<file path="config.mk">
export PLATFORM = sky130hd
export DESIGN_NAME = preemptive_priority_scheduler
export DESIGN_NICKNAME = d
export VERILOG_FILES = /design/src/rtl/pps_pkg.sv /design/src/rtl/preemptive_priority_scheduler.sv /design/src/rtl/pps_alu.sv
export SDC_FILE = /design/constraint.sdc
export NUM_CORES = 1
export LEC_CHECK = 0
export ABC_AREA = 0
export BUFFER_PORTS_ARGS = -buffer_cell sky130_fd_sc_hd__buf_2
export CAP_MARGIN = 15
export CORE_MARGIN = 1.5
export CORE_UTILIZATION = 53
export CTS_CLUSTER_DIAMETER = 150
export DETAILED_ROUTE_END_ITERATION = 12
export PLACE_DENSITY = 0.77
export SYNTH_ARGS = -nofsm -noshare
export SYNTH_HDL_FRONTEND = slang
export SYNTH_SLANG_ARGS = --single-unit
</file>
<file path="constraint.sdc">
create_clock -name clk_i -period 9 [get_ports clk_i]
set_input_delay 0.9 -clock clk_i [delete_from_list [all_inputs] [get_ports clk_i]]
set_output_delay 0.9 -clock clk_i [all_outputs]
set_load 0.05 [all_outputs]
</file>
<file path="src/rtl/pps_pkg.sv">
package pps_pkg;

  localparam int unsigned NUM_SLOTS_DEF = 8;
  localparam int unsigned TIME_W        = 16;
  localparam int unsigned SLOT_FW       = 3;
  localparam int unsigned PRIO_W        = 3;

  localparam logic REQ_LOAD = 1'b0;
  localparam logic REQ_TICK = 1'b1;

endpackage

</file>
<file path="src/rtl/preemptive_priority_scheduler.sv">
// Preemptive priority scheduler over NUM_SLOTS task slots. A load beat writes one slot; a tick
// beat picks the best ready slot (lowest priority value, then earliest arrival, then lowest
// slot), preempts the running task only for a strictly better priority or an equal priority
// with an earlier arrival, runs one time unit and reports completion times. Each beat returns
// exactly one result beat. A new beat is accepted only once the last one has been reported. A
// tick scans every slot, decides, runs the chosen task and, when that task finishes, computes
// turnaround and then waiting time before its report. A result beat that is not taken holds
// the block until it is. The slot scan reads one slot per cycle through the single shared
// compare/subtract unit that also computes response, turnaround and waiting times in later
// steps. Time saturates at its maximum value.
module preemptive_priority_scheduler #(
  parameter int unsigned NUM_SLOTS = pps_pkg::NUM_SLOTS_DEF
) (
  input  logic                        clk_i,
  input  logic                        rst_ni,
  input  logic                        in_valid_i,
  output logic                        in_ready_o,
  input  logic                        req_type_i,
  input  logic [pps_pkg::SLOT_FW-1:0] slot_i,
  input  logic [pps_pkg::TIME_W-1:0]  arrival_i,
  input  logic [pps_pkg::TIME_W-1:0]  burst_i,
  input  logic [pps_pkg::PRIO_W-1:0]  prio_i,
  output logic                        out_valid_o,
  input  logic                        out_ready_i,
  output logic                        running_valid_o,
  output logic [pps_pkg::SLOT_FW-1:0] running_slot_o,
  output logic                        preempted_o,
  output logic                        first_run_o,
  output logic                        finished_o,
  output logic [pps_pkg::TIME_W-1:0]  turnaround_o,
  output logic [pps_pkg::TIME_W-1:0]  waiting_o,
  output logic [pps_pkg::TIME_W-1:0]  response_o,
  output logic [pps_pkg::TIME_W-1:0]  now_time_o,
  output logic                        all_done_o
);
  import pps_pkg::*;

  localparam int unsigned SLOT_W = $clog2(NUM_SLOTS);

  typedef enum logic [2:0] {
    S_IDLE,
    S_SCAN,
    S_DECIDE,
    S_RUN,
    S_TURN,
    S_WT,
    S_REPORT
  } state_e;

  state_e state_q;

  logic [TIME_W-1:0] arr_q   [NUM_SLOTS];
  logic [TIME_W-1:0] burst_q [NUM_SLOTS];
  logic [TIME_W-1:0] rem_q   [NUM_SLOTS];
  logic [TIME_W-1:0] resp_q  [NUM_SLOTS];
  logic [PRIO_W-1:0] prio_q  [NUM_SLOTS];

  logic [NUM_SLOTS-1:0] loaded_q, done_q, started_q;

  logic              cur_valid_q;
  logic [SLOT_W-1:0] cur_slot_q;
  logic [TIME_W-1:0] time_q;

  logic [SLOT_W-1:0] idx_q;
  logic              best_valid_q;
  logic [SLOT_W-1:0] best_slot_q;
  logic [PRIO_W-1:0] best_prio_q;
  logic [TIME_W-1:0] best_arr_q;
  logic [PRIO_W-1:0] cur_prio_q;
  logic [TIME_W-1:0] cur_arr_q;

  logic              res_run_q, res_pre_q, res_first_q, res_fin_q;
  logic [SLOT_W-1:0] res_slot_q;
  logic [TIME_W-1:0] res_ta_q, res_wt_q, res_resp_q;

  logic              out_valid_q;

  logic [SLOT_W-1:0] rd_idx, ld_idx;
  logic [TIME_W-1:0] rd_arr, rd_burst, rd_rem, rd_resp;
  logic [PRIO_W-1:0] rd_prio;
  logic [TIME_W-1:0] alu_a, alu_b, alu_diff, time_inc;
  logic              alu_lt;
  logic              in_fire, ld_fire, run_fire, ready_slot, better, all_done;

  assign in_ready_o = (state_q == S_IDLE);
  assign in_fire    = in_valid_i && in_ready_o;
  assign ld_idx     = SLOT_W'(slot_i);
  assign ld_fire    = in_fire && (req_type_i == REQ_LOAD) && (32'(slot_i) < NUM_SLOTS);
  assign run_fire   = (state_q == S_RUN) && cur_valid_q;
  assign time_inc   = (time_q == '1) ? time_q : time_q + 1'b1;
  assign all_done   = ~|(loaded_q & ~done_q);

  always_comb begin
    rd_idx   = (state_q == S_SCAN) ? idx_q : cur_slot_q;
    rd_arr   = arr_q[rd_idx];
    rd_burst = burst_q[rd_idx];
    rd_rem   = rem_q[rd_idx];
    rd_resp  = resp_q[rd_idx];
    rd_prio  = prio_q[rd_idx];
  end

  always_comb begin
    unique case (state_q)
      S_SCAN: begin
        alu_a = rd_arr;
        alu_b = best_arr_q;
      end
      S_DECIDE: begin
        alu_a = best_arr_q;
        alu_b = cur_arr_q;
      end
      S_WT: begin
        alu_a = res_ta_q;
        alu_b = rd_burst;
      end
      default: begin
        alu_a = time_q;
        alu_b = rd_arr;
      end
    endcase
  end

  pps_alu u_alu (
    .a_i    (alu_a),
    .b_i    (alu_b),
    .diff_o (alu_diff),
    .lt_o   (alu_lt)
  );

  assign ready_slot = loaded_q[idx_q] && !done_q[idx_q] && (rd_arr <= time_q);
  assign better     = !best_valid_q || (rd_prio < best_prio_q) ||
                      ((rd_prio == best_prio_q) && alu_lt);

  always_ff @(posedge clk_i) begin
    if (ld_fire) begin
      arr_q[ld_idx]   <= arrival_i;
      burst_q[ld_idx] <= burst_i;
      rem_q[ld_idx]   <= burst_i;
      prio_q[ld_idx]  <= prio_i;
    end
    if (run_fire) begin
      rem_q[cur_slot_q] <= rd_rem - 1'b1;
      if (!started_q[cur_slot_q]) begin
        resp_q[cur_slot_q] <= alu_diff;
      end
    end
  end

  always_ff @(posedge clk_i or negedge rst_ni) begin
    if (!rst_ni) begin
      state_q         <= S_IDLE;
      loaded_q        <= '0;
      done_q          <= '0;
      started_q       <= '0;
      cur_valid_q     <= 1'b0;
      cur_slot_q      <= '0;
      time_q          <= '0;
      idx_q           <= '0;
      best_valid_q    <= 1'b0;
      best_slot_q     <= '0;
      best_prio_q     <= '0;
      best_arr_q      <= '0;
      cur_prio_q      <= '0;
      cur_arr_q       <= '0;
      res_run_q       <= 1'b0;
      res_pre_q       <= 1'b0;
      res_first_q     <= 1'b0;
      res_fin_q       <= 1'b0;
      res_slot_q      <= '0;
      res_ta_q        <= '0;
      res_wt_q        <= '0;
      res_resp_q      <= '0;
      out_valid_q     <= 1'b0;
      running_valid_o <= 1'b0;
      running_slot_o  <= '0;
      preempted_o     <= 1'b0;
      first_run_o     <= 1'b0;
      finished_o      <= 1'b0;
      turnaround_o    <= '0;
      waiting_o       <= '0;
      response_o      <= '0;
      now_time_o      <= '0;
      all_done_o      <= 1'b0;
    end else begin
      if (out_valid_q && out_ready_i && (state_q != S_REPORT)) begin
        out_valid_q <= 1'b0;
      end
      unique case (state_q)
        S_IDLE: begin
          if (in_fire) begin
            res_run_q    <= 1'b0;
            res_pre_q    <= 1'b0;
            res_first_q  <= 1'b0;
            res_fin_q    <= 1'b0;
            res_slot_q   <= '0;
            res_ta_q     <= '0;
            res_wt_q     <= '0;
            res_resp_q   <= '0;
            idx_q        <= '0;
            best_valid_q <= 1'b0;
            if (req_type_i == REQ_TICK) begin
              state_q <= S_SCAN;
            end else begin
              if (ld_fire) begin
                loaded_q[ld_idx]  <= 1'b1;
                done_q[ld_idx]    <= (burst_i == '0);
                started_q[ld_idx] <= 1'b0;
                if (cur_valid_q && (cur_slot_q == ld_idx)) begin
                  cur_valid_q <= 1'b0;
                end
              end
              state_q <= S_REPORT;
            end
          end
        end
        S_SCAN: begin
          if (ready_slot && better) begin
            best_valid_q <= 1'b1;
            best_slot_q  <= idx_q;
            best_prio_q  <= rd_prio;
            best_arr_q   <= rd_arr;
          end
          if (idx_q == cur_slot_q) begin
            cur_prio_q <= rd_prio;
            cur_arr_q  <= rd_arr;
          end
          if (idx_q == SLOT_W'(NUM_SLOTS - 1)) begin
            state_q <= S_DECIDE;
          end else begin
            idx_q <= idx_q + 1'b1;
          end
        end
        S_DECIDE: begin
          if (best_valid_q) begin
            if (!cur_valid_q) begin
              cur_valid_q <= 1'b1;
              cur_slot_q  <= best_slot_q;
            end else if (best_prio_q < cur_prio_q) begin
              res_pre_q  <= 1'b1;
              cur_slot_q <= best_slot_q;
            end else if ((best_slot_q != cur_slot_q) && (best_prio_q == cur_prio_q) &&
                         alu_lt) begin
              cur_slot_q <= best_slot_q;
            end
          end
          state_q <= S_RUN;
        end
        S_RUN: begin
          time_q <= time_inc;
          if (cur_valid_q) begin
            res_run_q  <= 1'b1;
            res_slot_q <= cur_slot_q;
            if (!started_q[cur_slot_q]) begin
              started_q[cur_slot_q] <= 1'b1;
              res_first_q           <= 1'b1;
            end
            state_q <= (rd_rem == TIME_W'(1)) ? S_TURN : S_REPORT;
          end else begin
            state_q <= S_REPORT;
          end
        end
        S_TURN: begin
          res_ta_q            <= alu_diff;
          res_resp_q          <= rd_resp;
          res_fin_q           <= 1'b1;
          done_q[cur_slot_q]  <= 1'b1;
          cur_valid_q         <= 1'b0;
          state_q             <= S_WT;
        end
        S_WT: begin
          res_wt_q <= alu_diff;
          state_q  <= S_REPORT;
        end
        S_REPORT: begin
          if (!out_valid_q || out_ready_i) begin
            out_valid_q     <= 1'b1;
            running_valid_o <= res_run_q;
            running_slot_o  <= SLOT_FW'(res_slot_q);
            preempted_o     <= res_pre_q;
            first_run_o     <= res_first_q;
            finished_o      <= res_fin_q;
            turnaround_o    <= res_ta_q;
            waiting_o       <= res_wt_q;
            response_o      <= res_resp_q;
            now_time_o      <= time_q;
            all_done_o      <= all_done;
            state_q         <= S_IDLE;
          end
        end
        default: begin
          state_q <= S_IDLE;
        end
      endcase
    end
  end

  assign out_valid_o = out_valid_q;

  a_cur_live: assert property (@(posedge clk_i) disable iff (!rst_ni)
    cur_valid_q |-> (loaded_q[cur_slot_q] && !done_q[cur_slot_q]))
    else $error("running slot is not a live task");

  a_done_loaded: assert property (@(posedge clk_i) disable iff (!rst_ni)
    (done_q & ~loaded_q) == '0)
    else $error("slot done without being loaded");

  a_time_mono: assert property (@(posedge clk_i) disable iff (!rst_ni)
    time_q >= $past(time_q))
    else $error("time went backwards");

  a_fin_ran: assert property (@(posedge clk_i) disable iff (!rst_ni)
    (out_valid_o && (finished_o || preempted_o || first_run_o)) |-> running_valid_o)
    else $error("task event reported on a beat where nothing ran");

  a_time_only_tick: assert property (@(posedge clk_i) disable iff (!rst_ni)
    (time_q != $past(time_q)) |-> ($past(state_q) == S_RUN))
    else $error("time advanced outside the run step");

endmodule

</file>
<file path="src/rtl/pps_alu.sv">
module pps_alu (
  input  logic [pps_pkg::TIME_W-1:0] a_i,
  input  logic [pps_pkg::TIME_W-1:0] b_i,
  output logic [pps_pkg::TIME_W-1:0] diff_o,
  output logic                       lt_o
);
  import pps_pkg::*;

  logic [TIME_W:0] sub;

  always_comb begin
    sub    = {1'b0, a_i} - {1'b0, b_i};
    lt_o   = sub[TIME_W];
    diff_o = sub[TIME_W] ? '0 : sub[TIME_W-1:0];
  end

endmodule

</file>
# --- After elaboration in Yosys (flattened, before gate mapping) ---
# Memories as Yosys holds them, arrays and structs flattened.
# Cells that the tools add are included.
word_totals:
  mem_bits_rw: 536
  register_bits: 220
  elab_cells: 212
  n_memories: 5
  out_inout_bits: 74
  input_bits: 43
mem_list:
  columns: ["name", "depth", "width", "rd", "rd_clocked_by_memory_dff", "wr", "line_no", "source"]
  rows:
  - ["arr_q", 8, 16, 1, 0, 1, "preemptive_priority_scheduler.sv:52", "logic [TIME_W-1:0] arr_q [NUM_SLOTS];"]
  - ["burst_q", 8, 16, 1, 0, 1, "preemptive_priority_scheduler.sv:53", "logic [TIME_W-1:0] burst_q [NUM_SLOTS];"]
  - ["rem_q", 8, 16, 1, 0, 1, "preemptive_priority_scheduler.sv:54", "logic [TIME_W-1:0] rem_q [NUM_SLOTS];"]
  - ["resp_q", 8, 16, 1, 0, 1, "preemptive_priority_scheduler.sv:55", "logic [TIME_W-1:0] resp_q [NUM_SLOTS];"]
  - ["prio_q", 8, 3, 1, 0, 1, "preemptive_priority_scheduler.sv:56", "logic [PRIO_W-1:0] prio_q [NUM_SLOTS];"]
op_classes:
  order_cmp: 8
  n_eq_ne: 29
  n_mux: 76
  n_addsub: 4
  bitwise: 9
  reduce_logical: 48
op_table:
  columns: ["op", "count"]
  rows:
  - ["$pmux W16 S2", 3]
  - ["$pmux W16 S3", 2]
  - ["$mux W8", 8]
  - ["$mux W16", 3]
  - ["$mux W3", 12]
  - ["$pmux W8 S2", 2]
  - ["$mux W1", 29]
  - ["$or A8 B8 Y8", 3]
  - ["$pmux W3 S7", 1]
  - ["$sub A16 B16 Y17", 1]
  - ["$add A16 B1 Y16 const B", 1]
  - ["$and A8 B8 Y8", 2]
  - ["$eq A16 B1 Y1 const B", 1]
  - ["$eq A16 B16 Y1 const B", 1]
  - ["$le A16 B16 Y1", 1]
  - ["$logic_not A16 Y1", 1]
  - ["$ne A2 B2 Y1 const B", 8]
  - ["$not A8 Y8", 2]
  - ["$reduce_or A16 Y1", 1]
  - ["$sub A16 B1 Y16 const B", 1]
  - ["$reduce_and A3 Y1", 5]
  - ["$logic_and A1 B1 Y1", 14]
  - ["$eq A3 B3 Y1", 4]
  - ["$eq A3 B3 Y1 const B", 4]
  - ["other kinds (28)", 64]

# --- Depth between registers and ports, before layout ---
# Gate-level depths: netlist of the first run.
depth:
  depth_word: 10
  ltp_mapped: 26
  ltp_nobuf: 19

# --- By module ---
# From an unflattened synthesis of the first run, not the netlist that was laid out.
unflattened:
  hier_cells: 2310
  hier_area_um2: 32698.9
modules_own_cells:
  columns: ["module", "instances", "area_per_inst_um2", "seq_area_each_um2", "cells_each"]
  rows:
  - ["preemptive_priority_scheduler", 1, 31745.4, 21600.7, 2167]
  - ["pps_alu", 1, 953.4, 0.0, 143]

# --- Worst setup path before layout of the first run ---
# Ideal clock, no wire load.
synth_path:
  kind: "reg-to-reg"
  start: "register state_q[1]"
  end: "register best_arr_q[14]"
  synth_period_minus_slack_ns: 5.667
  setup_ns: 0.125
  path_stages_with_launch: 26
  path_buffers: 7
  path_slack_ns: 3.333
  t_arrival_ns: 5.543
  required_ns: 8.875
  path_cell_list: "dfrtp_1 -> buf_6 -> or3b_1 -> buf_6 -> mux2i_1 -> buf_2 -> buf_4 -> buf_4 -> buf_2 -> mux4_2 -> nand2_1 -> nand3_1 -> o21ai_0 -> a221oi_1 -> ha_1 -> fa_1 -> nor2b_1 -> o21ai_0 -> a21oi_1 -> o211ai_1 -> a31o_2 -> o311ai_1 -> o221ai_1 -> o211a_1 -> buf_1 -> mux2_2"
synth_via:
  elab_chain_len: 9
  word_cells_on_any_way: 19
  cone_classes: "add/sub (1); order compare (2); eq/ne (4); mux (3); reduce/logical (6); memory (3)"
synth_rtl:
  columns: ["element", "line_no", "source"]
  rows:
  - ["start, declared", "preemptive_priority_scheduler.sv:50", "state_e state_q;"]
  - ["start signal, assigned", "preemptive_priority_scheduler.sv:257", "state_q <= (rd_rem == TIME_W'(1)) ? S_TURN : S_REPORT;"]
  - ["$eq A3 B1 Y1", "preemptive_priority_scheduler.sv:94, preemptive_priority_scheduler.sv:103, preemptive_priority_scheduler.sv:188", null]
  - ["$mux W3", "preemptive_priority_scheduler.sv:94", "rd_idx = (state_q == S_SCAN) ? idx_q : cur_slot_q;"]
  - ["$mem_v2 Z8 W16, on equally long branches", null, null]
  - ["$pmux W16 S3", "preemptive_priority_scheduler.sv:103", "unique case (state_q)"]
  - ["$sub A16 B16 Y17", "pps_alu.sv:12", "sub = {1'b0, a_i} - {1'b0, b_i};"]
  - ["$logic_and A1 B1 Y1", "preemptive_priority_scheduler.sv:132", "((rd_prio == best_prio_q) && alu_lt);"]
  - ["$logic_or A1 B1 Y1", "preemptive_priority_scheduler.sv:131", "assign better = !best_valid_q || (rd_prio < best_prio_q) ||"]
  - ["$logic_and A1 B1 Y1", "preemptive_priority_scheduler.sv:217", "if (ready_slot && better) begin"]
  - ["$reduce_and A2 Y1 (no source line)", null, null]
  - ["end signal, assigned", "preemptive_priority_scheduler.sv:221", "best_arr_q <= rd_arr;"]
  - ["end, declared", "preemptive_priority_scheduler.sv:68", "logic [TIME_W-1:0] best_arr_q;"]
# Parallel ways exist; a longest one is shown, timed or not.
# A chain may end at the register's enable or synchronous reset.

# --- Final worst setup path of the first run ---
layout_path:
  start: "register state_q[0]"
  end: "register best_arr_q[5]"
# The elaborated chain is that of the path after synthesis.

==> results of run 1 <==
==> cell usage in the layout (no fill, tap or decap), types with 33 or more instances in the layout <==
cell,count
edfxtp_1,536
nand3_1,66
a21oi_1,73
inv_1,67
o21ai_0,117
mux2i_1,90
buf_2,115
ha_1,43
nand2_1,147
mux4_2,108
xnor2_1,33
dfrtp_1,219
buf_4,36
nor2_1,93
mux2_2,112
clkbuf_16,76
==> per-layer routing <==
layer / wire length, um / up-vias / track usage
met5: 74 / - / 0
met4: 2160 / 12 / 0.0791
met3: 6530 / 159 / 0.0491
met2: 36800 / 926 / 0.400
met1: 31300 / 9826 / 0.344
li1: - / 8385 / -
==> path summary, 6_finish.rpt <==
check                           slack, ns               startpoint                     endpoint
max in group asynchronous            7.31                   rst_ni       state_q[2]$_DFFE_PN0P_
worst max register to register       1.72   state_q[0]$_DFFE_PN0P_    best_arr_q[5]$_DFFE_PN0P_
min in group clk_i                   0.47  loaded_q[1]$_DFFE_PN0P_      loaded_q[1]$_DFFE_PN0P_
worst min register to register       0.47  loaded_q[1]$_DFFE_PN0P_      loaded_q[1]$_DFFE_PN0P_
worst min-delay path                 0.23                   rst_ni  turnaround_o[6]$_DFFE_PN0P_
worst max-delay path                 1.72   state_q[0]$_DFFE_PN0P_    best_arr_q[5]$_DFFE_PN0P_
==> final cells by class <==
class / instances / area, um^2
flip-flops and latches: 756 / 21600
multi-input cells: 1186 / 10000
clock buffers: 101 / 2060
repair buffers: 156 / 933
inverters: 75 / 282
clock inverters: 35 / 374
well taps: 782 / 978
fillers: 4344 / 24000
diodes: 3 / 7.51
==> power by group through the flow <==
stage | combinational, mW | sequential, mW | clock (mW)
after global routing | 5.66 | 4.62 | 3.28
after floorplan | 3.47 | 4.87 | 0
after detailed placement | 5.15 | 4.65 | 0
after global placement | 5.03 | 4.63 | 0
after CTS | 5.20 | 4.58 | 3.14
final | 5.25 | 4.59 | 3.11
==> cell families after synthesis <==
family,Yosys count,synth area share
multiplexers,318,0.146
buffers and inverters,189,0.0253
adder cells (fa/ha/maj),44,0.0173
AND/OR/NAND/NOR,440,0.0644
flip-flops,756,0.669
XOR/XNOR,46,0.0125
AO/OA/AOI/OAI,338,0.0656
==> synth_stat cells (26+ instances only) <==
cell type	count
a21oi_1	74
dfrtp_1	220
mux2i_1	91
nand2_1	149
inv_1	67
ha_1	43
mux4_2	108
nor2_1	113
buf_2	26
o21ai_0	117
edfxtp_1	536
nand3_1	66
mux2_2	112
clkbuf_1	61
xnor2_1	33
==> worst reg2reg max path, cell delays in order (launching register included) <==
cell,delay [ns]
dfrtp_1,0.52
or3b_1,0.94
mux2i_4,0.96
buf_4,0.59
buf_4,0.54
mux4_2,0.39
nand2_1,0.08
a31oi_1,0.10
o221ai_1,0.31
ha_1,0.31
o21ai_0,0.15
a21oi_1,0.15
o211ai_1,0.27
a31o_2,0.26
o311ai_2,0.11
o221ai_1,0.19
o211a_1,0.87
mux2_2,0.43
==> flip-flops by register name, summed over array words and instances (netlist names), 8 cells and up <==
name and cells:
res_ta_q 16, resp_q 128, burst_q 128, best_arr_q 16, response_o 16, arr_q 128, cur_arr_q 16, prio_q 24
loaded_q 8, turnaround_o 16, res_wt_q 16, done_q 8, rem_q 128, waiting_o 16, res_resp_q 16, started_q 8
time_q 16, now_time_o 16
==> per-stage QoR <==
stage               utilization  std cells  worst slack, ns  power, mW  instance area [um^2]
CTS                       0.601       3087             1.80       12.9                 36200
detailed placement        0.560       2951             1.83       9.80                 33800
finish                    0.602       3094             1.72       12.9                 36300
global placement          0.560       2951             1.92       9.67                 33800
floorplan                     -       2131             3.33       8.34                 32300
global route              0.602       3091             1.33       13.6                 36300
==> results.toml, run 1 <==
[clock_network]
cts_resized = 0
worstSkewPairLatency_ns = 0.63
clock-sinks = 756
post_cts_buffers = 0
ctsHtreeMaxLevel = 3
clock_path_buffers = 3
cts_tree = "yes"
numCtsBuffers = 75
clk_pin_slew_ns = 0.06
clock-root-buffer = "clkbuf_16"
hold_buffers = 0

[drt]
vias = 19300
antenna_left = 0
via_per_inst = 6.24
drc = 0
wl_per_cell_um = 24.8
drtPass1Iterations = 6
routed_wl_um = 76800
drt_iter0_drc = 2479

[floorplan]
initial_core_util = 0.536
die_w_um = 250
dieArea_um2 = 62400
core_area_um2 = 60200
io_pins = 117
die_height_um = 250
fp-row-count = 90

[global_route]
antenna_found_initial = 6
grt_pass1_vias = 19400
overflow = 0
grt_usage = 0.249
grt_first_pass_wirelength_um = 118000
grt_max_degree = 83

[yosys]
async_reset_ff_frac = 0.291
synth_cell_types = 74
synth.yosys.seq_area_share = 0.669
synth_edf_count = 536
synth_area_um2 = 32300
ys_seq_elements = 756
synthesis.nets = 2218
synth_area_leaders = "edfxtp_1 (50%), dfrtp_1 (17%), mux4_2 (7.5%)"
synth_ff_type = "edfxtp_1"
yosysTopAreaCell = "edfxtp_1"
netlist.area_leader.share = 0.498
synthCells = 2131
synth.avg_cell_area_um2 = 15.2
yosys_warnings = 0

[power_and_ir_drop]
peakVddDrop_uv = 245
p_per_area_nw_per_um2 = 357
pwr-share-clk = 0.240
seq_power_share = 0.354
power.leakage_nw = 13.5
power_switching_mw = 4.94
swShare = 0.382
combinationalPowerShare = 0.405
p_int_mw = 8.00

[timing]
finalMaxSlewViolations = 0
min_period_ns = 7.28
finalCritPeriodShare = 0.809
skew_ns = 0.0237
rsz0062_at_grt = "false"
max_slew_margin = 0.224
hold_violations = 0
hold_slack_ns = 0.230
fmax_mhz = 137
tns_ns = 0
setup_violations = 0
tightest_slew_ns = 1.16

[worst_setup_path]
r2r_cells = 17
crit_path_top_delay_cell = "mux2i_4"
endpoint_kind = "register"
critPathKind = "register to register"
path_cells = "or3b_1 -> mux2i_4 -> buf_4 -> buf_4 -> mux4_2 -> nand2_1 -> a31oi_1 -> o221ai_1 -> ha_1 -> o21ai_0 -> a21oi_1 -> o211ai_1 -> a31o_2 -> o311ai_2 -> o221ai_1 -> o211a_1 -> mux2_2"
cp.required_ns = 9.49
slowest_delay_ns = 0.96
path_depth = 17
crit_fanout = 34
crit_family = "compound AO/OA/AOI/OAI gates"
cp_num_buf_inv = 2
start_kind = "register"
cp.arrival_ns = 7.77

[placement]
portBuffers = 116
post-dp-hpwl_um = 47900
place.gp.congestion = 0.909

[final_layout]
drive_above_1_share = 0.237
nets = 2337
areaGrowthSynthToFinish_pct = 12.3

[flow_run]
cap_viol_max_count = 0

[status]
status = "finished, final reports clean"

[hold_path]
hp-class = "input pin to async pin"
(Power assumes the default switching activity.)
==> inputs of run 2 (changes only) <==
ABC_AREA = 1   (was 0)
clock period = 6.95 ns   (was 9 ns; I/O delays follow)
==> run 2 against run 1 <==
Critical path depth rose by 5. Via count rose by 23%. Worst setup slack got worse by 0.45 ns. Clock-buffer cell count up 2. Worst hold slack got worse by 0.20 ns. Sequential power increased by 30%. Critical endpoint is now resp_q[5][9]$_DFFE_PP_. Largest cell class unchanged. Highest routed layer unchanged.
==> results.toml, run 2 <==
[status]
status = "finished, final reports clean"

[final_layout]
nets = 3250
drive_above_1_share = 0.133
mostFrequentLayoutCells = "nand2_1 (632), edfxtp_1 (536), inv_1 (265)"
final-instance-count-excl-fill = 4076
finalInstanceArea_um2 = 37400
num-fill-cells = 4984
areaGrowthSynthToFinish_pct = 11.5
final_common_cell = "nand2_1"

[worst_setup_path]
r2r_cells = 22
cp.required_ns = 7.28
start_kind = "register"
cp.arrival_ns = 6.01
reg2reg_to = "resp_q[5][9]$_DFFE_PP_"
critPathKind = "register to register"
crit_fanout = 29
startpoint = "state_q[2]$_DFFE_PN0P_"
reg2reg_from = "state_q[2]$_DFFE_PN0P_"
endpoint_kind = "register"
rrSetupSlack_ns = 1.27
cp-endpoint = "resp_q[5][9]$_DFFE_PP_"

[global_route]
grt_usage = 0.272
grt_max_degree = 119
overflow = 0
antenna_found_initial = 3
grt_pass1_vias = 22700
grt_first_pass_wirelength_um = 134000

[placement]
place_inst = 3929
post_dp_cell_area_um2 = 34800
place.gp.congestion = 1.01
portBuffers = 116
post-dp-hpwl_um = 55000

[clock_network]
post_cts_buffers = 0
cts_resized = 0
clock-sinks = 756
hold_buffers = 0
clock_path_buffers = 3
cts_tree = "yes"
clock-root-buffer = "clkbuf_16"
ctsHtreeMaxLevel = 3
worstSkewPairLatency_ns = 0.63
numCtsBuffers = 78
clk_pin_slew_ns = 0.06

[power_and_ir_drop]
seq_power_share = 0.307
p_int_mw = 10.7
pwr-share-clk = 0.213
combinationalPowerShare = 0.481
peakVddDrop_uv = 312
swShare = 0.449
power_switching_mw = 8.74
power.leakage_nw = 14.7
p_per_area_nw_per_um2 = 521

[timing]
max_slew_margin = 0.259
finalMaxSlewViolations = 0
skew_ns = 0.0260
tightest_slew_ns = 1.11
setup_violations = 0
min_period_ns = 5.68
rsz0062_at_grt = "false"
hold_slack_ns = 0.0270
hold_violations = 0
finalCritPeriodShare = 0.817
tns_ns = 0
fmax_mhz = 176

[yosys]
netlist.area_leader.share = 0.480
ys_seq_elements = 756
synthesis.nets = 3160
yosysTopAreaCell = "edfxtp_1"
synth_cell_types = 64
synth_area_um2 = 33500
yosys_warnings = 0
synth_area_leaders = "edfxtp_1 (48%), dfrtp_1 (16%), nand2_1 (7.1%)"
synth.most_common_cell = "nand2_1"
synth_edf_count = 536
async_reset_ff_frac = 0.291
synthCells = 3073
synth.yosys.seq_area_share = 0.644
synth_ff_type = "edfxtp_1"
synth_common_cells = "nand2_1 (633), edfxtp_1 (536), inv_1 (265)"
synth.avg_cell_area_um2 = 10.9

[floorplan]
die_height_um = 255
core_area_um2 = 62900
die_w_um = 255
fp-row-count = 92
dieArea_um2 = 64800
initial_core_util = 0.534
io_pins = 117

[drt]
routed_wl_um = 87100
drt_iter0_drc = 2636
drtPass1Iterations = 6
antenna_left = 0
wl_per_cell_um = 21.4
drc = 0
vias = 23700
via_per_inst = 5.81

[hold_path]
hp-class = "input pin to async pin"

[flow_run]
cap_viol_max_count = 0
==> run 2: changes by cell type in the layout (fill, tap and decap cells not counted), moves of 93 or more <==
cell | before | now
o211ai_1 | 1 | 94
mux2_2 | 112 | 0
nand3_1 | 66 | 199
inv_1 | 67 | 265
mux4_2 | 108 | 0
nand2_1 | 147 | 632
==> run 2: final cells by class <==
type	instances	area, um^2	area share
diodes	2	5.00	0.000134
clock buffers	103	2170	0.0580
clock inverters	42	392	0.0105
inverters	283	1070	0.0286
multi-input cells	1872	10100	0.269
flip-flops and latches	756	21600	0.577
well taps	846	1060	0.0283
repair buffers	172	1040	0.0277
==> run 2: power groups by stage <==
stage	Clock [mW]	Combinational, mW	Sequential, mW
after floorplan	0	6.26	6.47
final	4.14	9.36	5.98
after global routing	4.37	10.3	6.02
after CTS	4.18	9.24	5.97
after global placement	0	9.06	6.04
after detailed placement	0	9.18	6.05
==> run 2: routing by layer <==
| metal | vias up | global-route usage | part of all wire |
|---|---|---|---|
| li1 | 10900 | - | - |
| met1 | 11500 | 0.372 | 0.41 |
| met2 | 1091 | 0.430 | 0.46 |
| met3 | 200 | 0.0544 | 0.086 |
| met4 | 4 | 0.106 | 0.037 |
| met5 | - | 0 | 0.00028 |
==> run 2: worst min path at each step <==
stage | depth (start not counted) | to
6_report | 1 | preempted_o$_DFFE_PN0P_
5_1_grt | 1 | preempted_o$_DFFE_PN0P_
4_1_cts | 1 | preempted_o$_DFFE_PN0P_
3_5_place_dp | 1 | loaded_q[7]$_DFFE_PN0P_
3_3_place_gp | 1 | loaded_q[3]$_DFFE_PN0P_
2_1_floorplan | 0 | all_done_o$_DFFE_PN0P_
==> run 2: logic make-up after synthesis <==
group | share of synthesized area
XOR/XNOR | 0.00783
AND/OR/NAND/NOR | 0.166
buffers and inverters | 0.0586
flip-flops | 0.644
AO/OA/AOI/OAI | 0.107
adder cells (fa/ha/maj) | 0.0166
==> run 2: per-stage QoR <==
| stage | setup slack, ns | total power, mW | util |
|---|---|---|---|
| after floorplan | 2.73 | 12.7 | - |
| after global placement | 1.49 | 15.1 | 0.554 |
| after detailed placement | 1.43 | 15.2 | 0.554 |
| after CTS | 1.37 | 19.4 | 0.595 |
| after global routing | 0.863 | 20.6 | 0.595 |
| final | 1.27 | 19.5 | 0.595 |
==> run 2: worst max-delay path: stages (launching register included) <==
cell      delay (ns)
dfrtp_1         0.46
inv_2           0.19
nand3_4         0.34
o21ai_4         0.85
o21ai_0         0.20
o221ai_1        0.18
and2_1          0.21
inv_2           0.07
o21ai_1         0.13
a21oi_1         0.07
ha_1            0.24
fa_1            0.46
inv_1           0.07
nand3_1         0.06
nand2_1         0.10
nand2_1         0.08
a21oi_1         0.28
nand2_1         0.08
nand2_1         0.16
nand4_1         0.12
nand2_2         0.23
inv_1           0.22
nor2_1          0.56
